## src/sv/fmbq_pkg.sv

```systemverilog
// Package holding the shared types and constants of the front-middle-back queue.
package fmbq_pkg;

    localparam int FUNC_W = 3;
    localparam int VAL_W  = 32;
    localparam int STAT_W = 2;
    localparam int IN_W   = ((VAL_W + 7) / 8) * 8;

    localparam logic [FUNC_W-1:0] FN_PUSH_FRONT  = 3'd0;
    localparam logic [FUNC_W-1:0] FN_PUSH_MIDDLE = 3'd1;
    localparam logic [FUNC_W-1:0] FN_PUSH_BACK   = 3'd2;
    localparam logic [FUNC_W-1:0] FN_POP_FRONT   = 3'd3;
    localparam logic [FUNC_W-1:0] FN_POP_MIDDLE  = 3'd4;
    localparam logic [FUNC_W-1:0] FN_POP_BACK    = 3'd5;

    localparam logic [STAT_W-1:0] ST_DONE  = 2'd0;
    localparam logic [STAT_W-1:0] ST_EMPTY = 2'd1;
    localparam logic [STAT_W-1:0] ST_FULL  = 2'd2;

    typedef enum logic [1:0] {
        KIND_SKIP,
        KIND_PUSH,
        KIND_POP
    } kind_t;

    typedef enum logic [3:0] {
        CMD_NOP,
        CMD_LOAD,
        CMD_RD_DN,
        CMD_WR_DN,
        CMD_INS,
        CMD_RD_POS,
        CMD_CAP,
        CMD_RD_UP,
        CMD_WR_UP,
        CMD_EMIT
    } dp_cmd_t;

    typedef struct packed {
        kind_t kind;
        logic  at_pos;
        logic  more;
        logic  out_busy;
    } dp_stat_t;

    typedef enum logic [3:0] {
        S_IDLE,
        S_DISPATCH,
        S_RD_DN,
        S_WR_DN,
        S_INS,
        S_RD_POS,
        S_CAP,
        S_RD_UP,
        S_WR_UP,
        S_DONE
    } state_t;

endpackage

```

## src/sv/front_middle_back_queue_top.sv

```systemverilog
// Top level of the front-middle-back queue: controller, datapath and checks.
// The queue holds up to DEPTH signed 32-bit words in a single-port-style memory and takes one
// operation word at a time. Entries behind the insertion or removal point are moved one at a
// time, each move taking a memory read and a write. A refused push, a pop on an empty queue
// and an unknown operation move no entries. The result word waits in an output register,
// and the next word is accepted while it waits.
module front_middle_back_queue_top #(
    parameter int DEPTH = 64,
    localparam int CW = $clog2(DEPTH + 1),
    localparam int OUT_W = ((fmbq_pkg::VAL_W + CW + 7) / 8) * 8
) (
    input  logic                         clk,
    input  logic                         rst_n,
    input  logic                         s_tvalid,
    output logic                         s_tready,
    // Fields from bit 0: push_value[31:0], zero fill.
    input  logic [fmbq_pkg::IN_W-1:0]    s_tdata,
    // Fields from bit 0: func[2:0].
    input  logic [fmbq_pkg::FUNC_W-1:0]  s_tuser,
    output logic                         m_tvalid,
    input  logic                         m_tready,
    // Fields from bit 0: pop_value[31:0], fill_count[CW-1:0], zero fill.
    output logic [OUT_W-1:0]             m_tdata,
    // Fields from bit 0: status[1:0].
    output logic [fmbq_pkg::STAT_W-1:0]  m_tuser
);

    fmbq_pkg::dp_cmd_t  cmd;
    fmbq_pkg::dp_stat_t stat;

    fmbq_ctrl u_ctrl (
        .clk      (clk),
        .rst_n    (rst_n),
        .s_tvalid (s_tvalid),
        .s_tready (s_tready),
        .stat     (stat),
        .cmd      (cmd)
    );

    fmbq_datapath #(
        .DEPTH (DEPTH)
    ) u_datapath (
        .clk      (clk),
        .rst_n    (rst_n),
        .s_tuser  (s_tuser),
        .s_tdata  (s_tdata),
        .m_tready (m_tready),
        .m_tvalid (m_tvalid),
        .m_tdata  (m_tdata),
        .m_tuser  (m_tuser),
        .cmd      (cmd),
        .stat     (stat)
    );

`ifndef SYNTH
    a_fill_in_range: assert property (@(posedge clk) disable iff (!rst_n)
        m_tvalid |-> (m_tdata[fmbq_pkg::VAL_W +: CW] <= CW'(DEPTH)))
        else $error("fill count above depth");

    a_status_legal: assert property (@(posedge clk) disable iff (!rst_n)
        m_tvalid |-> (m_tuser == fmbq_pkg::ST_DONE || m_tuser == fmbq_pkg::ST_EMPTY
                      || m_tuser == fmbq_pkg::ST_FULL))
        else $error("illegal status code");

    a_empty_pop: assert property (@(posedge clk) disable iff (!rst_n)
        (m_tvalid && m_tuser == fmbq_pkg::ST_EMPTY) |->
            (m_tdata[fmbq_pkg::VAL_W-1:0] == '1 && m_tdata[fmbq_pkg::VAL_W +: CW] == '0))
        else $error("empty pop result inconsistent");

    a_full_push: assert property (@(posedge clk) disable iff (!rst_n)
        (m_tvalid && m_tuser == fmbq_pkg::ST_FULL) |->
            (m_tdata[fmbq_pkg::VAL_W +: CW] == CW'(DEPTH)))
        else $error("refused push while not full");
`endif

endmodule

```

## src/sv/fmbq_datapath.sv

```systemverilog
// Datapath of the front-middle-back queue: entry memory, counters and output register.
module fmbq_datapath #(
    parameter int DEPTH = 64,
    localparam int CW = $clog2(DEPTH + 1),
    localparam int AW = $clog2(DEPTH),
    localparam int OUT_W = ((fmbq_pkg::VAL_W + CW + 7) / 8) * 8
) (
    input  logic                         clk,
    input  logic                         rst_n,
    input  logic [fmbq_pkg::FUNC_W-1:0]  s_tuser,
    input  logic [fmbq_pkg::IN_W-1:0]    s_tdata,
    input  logic                         m_tready,
    output logic                         m_tvalid,
    output logic [OUT_W-1:0]             m_tdata,
    output logic [fmbq_pkg::STAT_W-1:0]  m_tuser,
    input  fmbq_pkg::dp_cmd_t            cmd,
    output fmbq_pkg::dp_stat_t           stat
);

    logic [fmbq_pkg::VAL_W-1:0] mem [DEPTH];

    logic [CW-1:0]                count_reg, count_next;
    fmbq_pkg::kind_t              kind_reg, kind_next;
    logic                         out_valid_reg, out_valid_next;
    logic [CW-1:0]                idx_reg, idx_next;
    logic [AW-1:0]                pos_reg, pos_next;
    logic [fmbq_pkg::VAL_W-1:0]   val_reg, val_next;
    logic [fmbq_pkg::VAL_W-1:0]   pop_reg, pop_next;
    logic [fmbq_pkg::STAT_W-1:0]  status_reg, status_next;
    logic [fmbq_pkg::VAL_W-1:0]   rdata_reg;
    logic [fmbq_pkg::VAL_W-1:0]   out_value_reg, out_value_next;
    logic [fmbq_pkg::STAT_W-1:0]  out_status_reg, out_status_next;
    logic [CW-1:0]                out_fill_reg, out_fill_next;

    fmbq_pkg::kind_t              load_kind;
    logic [fmbq_pkg::STAT_W-1:0]  load_status;
    logic [fmbq_pkg::VAL_W-1:0]   load_pop;
    logic [CW-1:0]                load_idx;
    logic [AW-1:0]                load_pos;
    logic [CW-1:0]                cnt_m1;

    logic                         mem_we;
    logic [AW-1:0]                mem_wa;
    logic [fmbq_pkg::VAL_W-1:0]   mem_wd;
    logic                         mem_re;
    logic [AW-1:0]                mem_ra;

    assign cnt_m1 = count_reg - CW'(1);

    always_comb
    begin
        load_kind   = fmbq_pkg::KIND_SKIP;
        load_status = fmbq_pkg::ST_DONE;
        load_pop    = '0;
        load_idx    = count_reg;
        load_pos    = '0;
        case (s_tuser) inside
            fmbq_pkg::FN_PUSH_FRONT, fmbq_pkg::FN_PUSH_MIDDLE, fmbq_pkg::FN_PUSH_BACK:
            begin
                if (count_reg >= CW'(DEPTH))
                begin
                    load_status = fmbq_pkg::ST_FULL;
                end
                else
                begin
                    load_kind = fmbq_pkg::KIND_PUSH;
                    if (s_tuser == fmbq_pkg::FN_PUSH_MIDDLE)
                    begin
                        load_pos = AW'(count_reg >> 1);
                    end
                    else if (s_tuser == fmbq_pkg::FN_PUSH_BACK)
                    begin
                        load_pos = AW'(count_reg);
                    end
                end
            end
            fmbq_pkg::FN_POP_FRONT, fmbq_pkg::FN_POP_MIDDLE, fmbq_pkg::FN_POP_BACK:
            begin
                if (count_reg == '0)
                begin
                    load_status = fmbq_pkg::ST_EMPTY;
                    load_pop    = '1;
                end
                else
                begin
                    load_kind = fmbq_pkg::KIND_POP;
                    if (s_tuser == fmbq_pkg::FN_POP_MIDDLE)
                    begin
                        load_pos = AW'(cnt_m1 >> 1);
                    end
                    else if (s_tuser == fmbq_pkg::FN_POP_BACK)
                    begin
                        load_pos = AW'(cnt_m1);
                    end
                    load_idx = CW'(load_pos);
                end
            end
            default:
            begin
                load_kind = fmbq_pkg::KIND_SKIP;
            end
        endcase
    end

    always_comb
    begin
        mem_we = 1'b0;
        mem_wa = AW'(idx_reg);
        mem_wd = rdata_reg;
        mem_re = 1'b0;
        mem_ra = pos_reg;
        kind_next       = kind_reg;
        count_next      = count_reg;
        idx_next        = idx_reg;
        pos_next        = pos_reg;
        val_next        = val_reg;
        pop_next        = pop_reg;
        status_next     = status_reg;
        out_value_next  = out_value_reg;
        out_status_next = out_status_reg;
        out_fill_next   = out_fill_reg;
        out_valid_next  = m_tready ? 1'b0 : out_valid_reg;
        unique case (cmd)
            fmbq_pkg::CMD_NOP:
            begin
            end
            fmbq_pkg::CMD_LOAD:
            begin
                kind_next   = load_kind;
                status_next = load_status;
                pop_next    = load_pop;
                idx_next    = load_idx;
                pos_next    = load_pos;
                val_next    = s_tdata[fmbq_pkg::VAL_W-1:0];
            end
            fmbq_pkg::CMD_RD_DN:
            begin
                mem_re = 1'b1;
                mem_ra = AW'(idx_reg - CW'(1));
            end
            fmbq_pkg::CMD_WR_DN:
            begin
                mem_we   = 1'b1;
                idx_next = idx_reg - CW'(1);
            end
            fmbq_pkg::CMD_INS:
            begin
                mem_we = 1'b1;
                mem_wa = pos_reg;
                mem_wd = val_reg;
            end
            fmbq_pkg::CMD_RD_POS:
            begin
                mem_re = 1'b1;
            end
            fmbq_pkg::CMD_CAP:
            begin
                pop_next = rdata_reg;
            end
            fmbq_pkg::CMD_RD_UP:
            begin
                mem_re = 1'b1;
                mem_ra = AW'(idx_reg + CW'(1));
            end
            fmbq_pkg::CMD_WR_UP:
            begin
                mem_we   = 1'b1;
                idx_next = idx_reg + CW'(1);
            end
            fmbq_pkg::CMD_EMIT:
            begin
                if (kind_reg == fmbq_pkg::KIND_PUSH)
                begin
                    count_next = count_reg + CW'(1);
                end
                else if (kind_reg == fmbq_pkg::KIND_POP)
                begin
                    count_next = count_reg - CW'(1);
                end
                out_value_next  = pop_reg;
                out_status_next = status_reg;
                out_fill_next   = count_next;
                out_valid_next  = 1'b1;
            end
            default:
            begin
            end
        endcase
    end

    always_ff @(posedge clk or negedge rst_n)
    begin
        if (!rst_n)
        begin
            count_reg     <= '0;
            kind_reg      <= fmbq_pkg::KIND_SKIP;
            out_valid_reg <= 1'b0;
        end
        else
        begin
            count_reg     <= count_next;
            kind_reg      <= kind_next;
            out_valid_reg <= out_valid_next;
        end
    end

    always_ff @(posedge clk)
    begin
        idx_reg        <= idx_next;
        pos_reg        <= pos_next;
        val_reg        <= val_next;
        pop_reg        <= pop_next;
        status_reg     <= status_next;
        out_value_reg  <= out_value_next;
        out_status_reg <= out_status_next;
        out_fill_reg   <= out_fill_next;
    end

    always_ff @(posedge clk)
    begin
        if (mem_we)
        begin
            mem[mem_wa] <= mem_wd;
        end
        if (mem_re)
        begin
            rdata_reg <= mem[mem_ra];
        end
    end

    assign stat.kind     = kind_reg;
    assign stat.at_pos   = (idx_reg == CW'(pos_reg));
    assign stat.more     = (({1'b0, idx_reg} + (CW + 1)'(1)) < {1'b0, count_reg});
    assign stat.out_busy = out_valid_reg && !m_tready;

    assign m_tvalid = out_valid_reg;
    assign m_tdata  = OUT_W'({out_fill_reg, out_value_reg});
    assign m_tuser  = out_status_reg;

endmodule

```

## src/sv/fmbq_ctrl.sv

```systemverilog
// Controller state machine that sequences each queue operation over the datapath.
module fmbq_ctrl (
    input  logic                clk,
    input  logic                rst_n,
    input  logic                s_tvalid,
    output logic                s_tready,
    input  fmbq_pkg::dp_stat_t  stat,
    output fmbq_pkg::dp_cmd_t   cmd
);

    fmbq_pkg::state_t state_reg, state_next;

    always_comb
    begin
        state_next = state_reg;
        unique case (state_reg)
            fmbq_pkg::S_IDLE:
            begin
                if (s_tvalid)
                begin
                    state_next = fmbq_pkg::S_DISPATCH;
                end
            end
            fmbq_pkg::S_DISPATCH:
            begin
                if (stat.kind == fmbq_pkg::KIND_PUSH)
                begin
                    state_next = fmbq_pkg::S_RD_DN;
                end
                else if (stat.kind == fmbq_pkg::KIND_POP)
                begin
                    state_next = fmbq_pkg::S_RD_POS;
                end
                else
                begin
                    state_next = fmbq_pkg::S_DONE;
                end
            end
            fmbq_pkg::S_RD_DN:
            begin
                state_next = stat.at_pos ? fmbq_pkg::S_INS : fmbq_pkg::S_WR_DN;
            end
            fmbq_pkg::S_WR_DN:
            begin
                state_next = fmbq_pkg::S_RD_DN;
            end
            fmbq_pkg::S_INS:
            begin
                state_next = fmbq_pkg::S_DONE;
            end
            fmbq_pkg::S_RD_POS:
            begin
                state_next = fmbq_pkg::S_CAP;
            end
            fmbq_pkg::S_CAP:
            begin
                state_next = fmbq_pkg::S_RD_UP;
            end
            fmbq_pkg::S_RD_UP:
            begin
                state_next = stat.more ? fmbq_pkg::S_WR_UP : fmbq_pkg::S_DONE;
            end
            fmbq_pkg::S_WR_UP:
            begin
                state_next = fmbq_pkg::S_RD_UP;
            end
            fmbq_pkg::S_DONE:
            begin
                if (!stat.out_busy)
                begin
                    state_next = fmbq_pkg::S_IDLE;
                end
            end
            default:
            begin
                state_next = fmbq_pkg::S_IDLE;
            end
        endcase
    end

    always_comb
    begin
        s_tready = 1'b0;
        cmd      = fmbq_pkg::CMD_NOP;
        unique case (state_reg)
            fmbq_pkg::S_IDLE:
            begin
                s_tready = 1'b1;
                if (s_tvalid)
                begin
                    cmd = fmbq_pkg::CMD_LOAD;
                end
            end
            fmbq_pkg::S_DISPATCH:
            begin
                cmd = fmbq_pkg::CMD_NOP;
            end
            fmbq_pkg::S_RD_DN:
            begin
                if (!stat.at_pos)
                begin
                    cmd = fmbq_pkg::CMD_RD_DN;
                end
            end
            fmbq_pkg::S_WR_DN:
            begin
                cmd = fmbq_pkg::CMD_WR_DN;
            end
            fmbq_pkg::S_INS:
            begin
                cmd = fmbq_pkg::CMD_INS;
            end
            fmbq_pkg::S_RD_POS:
            begin
                cmd = fmbq_pkg::CMD_RD_POS;
            end
            fmbq_pkg::S_CAP:
            begin
                cmd = fmbq_pkg::CMD_CAP;
            end
            fmbq_pkg::S_RD_UP:
            begin
                if (stat.more)
                begin
                    cmd = fmbq_pkg::CMD_RD_UP;
                end
            end
            fmbq_pkg::S_WR_UP:
            begin
                cmd = fmbq_pkg::CMD_WR_UP;
            end
            fmbq_pkg::S_DONE:
            begin
                if (!stat.out_busy)
                begin
                    cmd = fmbq_pkg::CMD_EMIT;
                end
            end
            default:
            begin
                cmd = fmbq_pkg::CMD_NOP;
            end
        endcase
    end

    always_ff @(posedge clk or negedge rst_n)
    begin
        if (!rst_n)
        begin
            state_reg <= fmbq_pkg::S_IDLE;
        end
        else
        begin
            state_reg <= state_next;
        end
    end

endmodule

```

## config.mk

```make
export PLATFORM = sky130hd
export DESIGN_NAME = front_middle_back_queue_top
export DESIGN_NICKNAME = d
export VERILOG_FILES = /design/src/sv/fmbq_pkg.sv /design/src/sv/front_middle_back_queue_top.sv /design/src/sv/fmbq_datapath.sv /design/src/sv/fmbq_ctrl.sv
export SDC_FILE = /design/constraint.sdc
export NUM_CORES = 2
export LEC_CHECK = 0
export ABC_AREA = 1
export BUFFER_PORTS_ARGS = -buffer_cell sky130_fd_sc_hd__buf_2
export CORE_UTILIZATION = 25
export DETAILED_ROUTE_END_ITERATION = 8
export GPL_ROUTABILITY_DRIVEN = 1
export PLACE_DENSITY_LB_ADDON = 0.2
export SYNTH_ARGS = -nofsm -noshare
export SYNTH_HDL_FRONTEND = slang
export SYNTH_SLANG_ARGS = --single-unit
```

## constraint.sdc

```tcl
create_clock -name clk -period 4.7 [get_ports clk]
set_clock_uncertainty 0.2 [all_clocks]
set_input_delay 0.94 -clock clk [delete_from_list [all_inputs] [get_ports clk]]
set_output_delay 0.94 -clock clk [all_outputs]
set_load 0.02 [all_outputs]
```

; ---- After elaboration in Yosys (flattened, before gate mapping)
; Memory sizes are Yosys's and may differ from the RTL's. A register that Yosys moved wholly into a read port is not among the register bits.
; Index checks and enable logic that the tools add are counted.
[totals]
reg_bits = 134
latchBits = 0
ram_bits = 2048
rom_bits = 0
inputBits = 39
out_inout_bits = 44
word_cells = 110
n_memories = 1
[memory_table]
columns = memory, depth, word_bits, rd, rd_ports_with_merged_regs, wr, line_no
row1 = u_datapath.mem, 64, 32, 1, 1, 1, fmbq_datapath.sv:20  ; logic [fmbq_pkg::VAL_W-1:0] mem [DEPTH];
[classes]
addsub = 5
mul = 0
n_div = 0
order_cmp = 2
n_eq_ne = 28
shifts = 0
muxes = 48
bitwise_logic = 0
reduce_logical = 14
[ops]
columns = operator, n
row1 = $mux 32, 4
row2 = $pmux 4 s9, 2
row3 = $pmux 32 s2, 1
row4 = $mux 6, 9
row5 = $mux 7, 5
row6 = $eq 4x3->1 const B, 8
row7 = $pmux 7 s3, 1
row8 = $mux 4, 5
row9 = $eq 4x2->1 const B, 4
row10 = $eq 4x4->1 const B, 4
row11 = $add 7x1->7 const B, 2
row12 = $sub 7x1->7 const B, 2
row13 = $mux 1, 12
row14 = $mux 2, 6
row15 = $pmux 6 s2, 1
row16 = $reduce_or 3->1, 4
row17 = $add 7x1->8 const B, 1
row18 = $eq 4x1->1 const B, 2
row19 = $lt 8x7->1, 1
row20 = $eq 7x6->1, 1
row21 = $ge 7x7->1 const B, 1
row22 = $logic_not 7->1, 1
row23 = $eq 3x2->1 const B, 2
row24 = $eq 3x3->1 const B, 2
row25 = other kinds (13), 16

; ---- Depth between registers and ports, before layout
[depth]
word_depth = 9
mapped_depth = 26
ltp_nobuf = 24

; ---- Cells and area by module
; From an unflattened synthesis, not the netlist that was laid out.
[unflattened]
cells_unflattened = 9132
hier_area_um2 = 96742.8
[modules_own_cells]
columns = mod, instances, cells_per_inst, area_per_inst_um2, seq_area_each_um2
row1 = fmbq_datapath, 1, 9066, 96348.7, 66313.6
row2 = fmbq_ctrl, 1, 66, 394.1, 100.1

; ---- Worst setup path after synthesis
; OpenSTA, ideal clock, no wires.
[synth_timing]
path_type = flip-flop to flip-flop
start = reg u_ctrl.state_reg[1]
end = mem u_datapath.mem[0][0] in the netlist's numbering, data pin
setup_time_ns = 0.702
t_arrival_ns = 3.543
t_required_ns = 3.798
slack_ns = 0.255
stages_incl_launch_ff = 7
path_buffers = 2
period_less_slack_ns = 4.445
cell_sequence = dfrtp_1 nor2_1 inv_1 nor2_1 clkbuf_1 clkbuf_1 o21ai_0
[synth_between]
elab_chain_len = 4
elab_cells_between_ends = 12
classes_between = 9 x eq/ne / 2 x mux / 1 x reduce/logical
[synth_lines]
columns = element, line_no
row1 = start: declaration, fmbq_ctrl.sv:11  ; fmbq_pkg::state_t state_reg, state_next;
row2 = start signal: assignment, fmbq_ctrl.sv:150  ; state_reg <= fmbq_pkg::S_IDLE;
row3 = start signal: assignment, fmbq_ctrl.sv:154  ; state_reg <= state_next;
row4 = $eq 4x4->1 (tied with other cells), fmbq_ctrl.sv:85  ; unique case (state_reg)
row5 = $pmux 4 s9 *, fmbq_ctrl.sv:85
row6 = $eq 4x3->1 *, fmbq_datapath.sv:123  ; unique case (cmd)
row7 = $mux 32 *, fmbq_datapath.sv:123
row8 = "named net u_datapath.mem_wd, one bit", fmbq_datapath.sv:44  ; logic [fmbq_pkg::VAL_W-1:0] mem_wd;
row9 = end: declaration, fmbq_datapath.sv:20
; The timed path passes the listed nets; every way through them passes the cells marked *.

; ---- Worst setup path after layout
[layout_timing]
start = reg u_datapath.idx_reg[2]
end = reg u_datapath.rdata_reg[31] in the netlist's numbering (read register of u_datapath.mem), data pin
[layout_between]
elab_chain_len = 7
elab_cells_between_ends = 14
classes_between = 3 x add/sub / 1 x order compare / 4 x eq/ne / 5 x mux / 1 x reduce/logical
[layout_lines]
columns = element, line_no
row1 = start: declaration, fmbq_datapath.sv:25  ; logic [CW-1:0] idx_reg, idx_next;
row2 = start signal: assignment, fmbq_datapath.sv:209  ; idx_reg <= idx_next;
row3 = $add 7x1->8, fmbq_datapath.sv:233  ; assign stat.more = (({1'b0, idx_reg} + (CW + 1)'(1)) < {1'b0, count_reg});
row4 = $lt 8x7->1, fmbq_datapath.sv:233
row5 = $mux 3, fmbq_ctrl.sv:123  ; if (stat.more)
row6 = $pmux 4 s9, fmbq_ctrl.sv:85
row7 = $eq 4x3->1 or $eq 4x2->1 (tied branches), fmbq_datapath.sv:123
row8 = $reduce_or 3->1 (no line), -
row9 = $mux 1, fmbq_datapath.sv:123
row10 = end: declaration, fmbq_datapath.sv:30  ; logic [fmbq_pkg::VAL_W-1:0] rdata_reg;
; Parallel ways exist; a longest one is shown, timed or not.
; A chain may end at the register's enable or synchronous reset.

==> flow_summary.yaml <==
logic_synthesis:
  synth-edff-count: 2200
  synth_top_family_by_area: "simple AND/OR/NAND/NOR gates"
  yosysTopAreaCell: "edfxtp_1"
  syn_inst: 9321
  yosys-top-cells-count: "2,200 x edfxtp_1, 2,170 x nand3_1, 2,116 x nand2_1"
  netlist_area_um2: 96950
  synth_simple_gate_area_frac: 0.2006
  synth.most_common_cell: "edfxtp_1"
  synth.area.mux_share: 0
  synth_nets: 9373
  seq_area_frac_synth: 0.6851
  synth.area.top_cells: "edfxtp_1 68%, nand3_1 11%, nand2_1 8.2%"
  synthXorXnorAreaFrac: 0.001265
  async_flop_share: 0.006323
  synth_cell_type_count: 38
  yosysWarnings: 0
  yosys.area_share.adder: 0.001678
  avgSynthCellArea_um2: 10.40
  synth_top_area_frac: 0.6814
  synth_compound_area_frac: 0.007757
  synth-seq-cells: 2214
  synth_flop_cell: "edfxtp_1"
die:
  num_rows: 228
  start_util: 0.2514
  fp.coreArea_um2: 385700
  die_h_um: 624.7
  die_area_um2: 390300
  top_level_ports: 83
  fp.dieW_um: 624.7
sta:
  min_period_ns: 4.511
  worst_slack_ns: 0.1891
  max_freq_mhz: 221.7
  maxSlewViolCount: 0
  post-route-period-util: 0.9598
  rsz0062_at_grt: "false"
  setup_violations: 0
  maxSlewHeadroom: 0.2727
  worstMarginPinSlew_ns: 1.087
  hold_viol: 0
grt:
  overflow: 0
  grt_pass1_vias: 63521
  grt_pass1_wl_um: 441800
  grt_use_total: 0.1520
  grt_antenna_before_repair: 11
  grt_max_degree: 87
critical_path:
  critical_path.max_fanout: 33
  r2r_slack_ns: 0.19
  critical_path.max_stage_delay_ns: 0.40
  worst_setup_path_end_kind: "flop"
  crit_slowest_cell: "edfxtp_1"
  rr_endpoint: "u_datapath.rdata_reg[31]"
  r2r-start: "u_datapath.idx_reg[2]"
  worstSetupPathType: "flop to flop"
  cpMostUsedCell: "nand2_1"
  worstRegToRegCells: 25
  cp.required_ns: 5.12
  worstSetupStartpointType: "flop"
  critPathArrivalTime_ns: 4.93
cells_and_area:
  finalNetCount: 9743
  drive_gt1_frac: 0.1094
  area_delta_synth_final_pct: 20.67
  n_fill_cell: 39784
  regMostFlops: "u_datapath.mem"
  largest_reg_flops: 2048
  final_area_um2: 117000
  layout.cells.non_filler: 15065
worst_hold_path:
  worstHoldStart: "m_tready"
  min_to: "u_datapath.m_tvalid"
  hp-class: "primary input to flop"
  min_delay_path_depth: 2
clock_tree:
  cts_buffers: 263
  path_clk_slew_ns: 0.06
  cts_tree: "yes"
  cts-root-buf: "clkbuf_16"
  clk_path_buf_depth: 4
  clock_latency_ns: 0.89
  cts.sinks: 2214
  h-tree-depth: 5
power_and_ir_drop:
  irDropWorstVdd_uv: 432.7
  leakage_uw: 0.04809
  p_per_area_nw_per_um2: 671.0
placement:
  dpl.cell_count: 14560
  place_congestion: 0.8160
  pre_cts_ws_ns: -0.2840
  dp_hpwl_um: 183000
  place_area_um2: 107800
  portBuffers: 81
drt:
  antenna_left: 0
  vias: 65692
  first_iter_violations: 4872
  wl_per_cell_um: 20.20
  route.detailed.drc: 0
  routed_wirelength_um: 304300
  drtPass1Iterations: 5
  vias_per_cell: 4.361
run_status:
  status: "completed"
job:
  maxCapViolCount: 0
[critical path, delay by kind of cell (launching register included)]
kind | cells | cell delay (ns)
buffers and inverters | 5 | 0.89
adder cells (fa/ha/maj) | 1 | 0.28
XOR/XNOR | 1 | 0.21
AND/OR/NAND/NOR | 18 | 2.20
flip-flops | 1 | 0.40
[report_power, final]
| group | switching, uW | internal [uW] | leakage [uW] |
|---|---|---|---|
| Sequential | 568 | 26300 | 0.0200 |
| Clock | 8260 | 11800 | 0.00406 |
| Combinational | 22200 | 9330 | 0.0240 |
| Total | 31000 | 47400 | 0.0481 |
[cells by family (layout without fill, tap and decap cells)]
logic type,after synthesis,count (layout)
AND/OR/NAND/NOR,4423,4423
flip-flops,2214,2214
AO/OA/AOI/OAI,139,139
other,1,6
buffers and inverters,2517,3081
adder cells (fa/ha/maj),13,13
XOR/XNOR,14,14
[cell usage in the layout, fill, tap and decap left out, drive strengths merged, types with 13 or more instances in the layout]
cell / netlist / layout
o21ai: 111 / 111
ha: 13 / 13
nor2: 103 / 103
dlygate4sd3: 0 / 29
nor3: 15 / 15
nand2: 2122 / 2122
clkbuf: 90 / 323
edfxtp: 2200 / 2200
dfrtp: 14 / 14
bufinv: 0 / 23
clkinv: 3 / 101
inv: 2027 / 2038
nand3: 2174 / 2174
buf: 397 / 559
[worst max path at each step]
stage / from / endpoint / slack, ns / cells after the start
global placement: u_datapath.idx_reg[0] / u_datapath.rdata_reg[18] / -0.53 / 25
CTS: u_datapath.idx_reg[2] / u_datapath.rdata_reg[21] / 0.02 / 25
global route: u_datapath.idx_reg[0] / u_datapath.rdata_reg[28] / 0.001 / 27
detailed placement: u_datapath.idx_reg[0] / u_datapath.rdata_reg[18] / -0.28 / 25
finish: u_datapath.idx_reg[2] / u_datapath.rdata_reg[31] / 0.19 / 25
floorplan: u_ctrl.state_reg[1] / u_datapath.mem[0][0] / 0.26 / 6
[cell type report]
class / count / area (um^2) / area share
tap: 5175 / 6475 / 0.05535
timing repair buffer: 592 / 6404 / 0.05474
multi-input combinational: 4590 / 21710 / 0.1856
inverter: 2030 / 7625 / 0.06518
sequential: 2214 / 66410 / 0.5677
clock inverter: 139 / 1370 / 0.01171
clock buffer: 320 / 6965 / 0.05954
antenna: 5 / 12.51 / 0.0001070
[per-layer routing]
| metal | wire (um) | global-route usage |
|---|---|---|
| met3 | 17520 | 0.02698 |
| met5 | 0 | 0 |
| met1 | 143400 | 0.2145 |
| met4 | 5985 | 0.03560 |
| met2 | 137400 | 0.2413 |
[what timing repair did]
item	4_1_cts	5_1_grt
endpoints found under the setup margin	6	379
buffers inserted	0	8
endpoints found under the hold margin	42	0
gates resized for setup	13	53
gates cloned	1	3
hold buffers	29	0
pin swaps	0	2
[per-stage QoR]
step / power [uW] / util / setup TNS (ns) / hold WS (ns)
after floorplan: 43550 / - / 0 / 0.2003
after global placement: 58230 / 0.2795 / -4.280 / 0.2064
after detailed placement: 58250 / 0.2795 / -0.7514 / 0.2045
after CTS: 78750 / 0.3021 / 0 / 0.001824
after global routing: 82580 / 0.3033 / 0 / 0.05301
final: 78490 / 0.3033 / 0 / 0.07477
(Power assumes the default switching activity.)
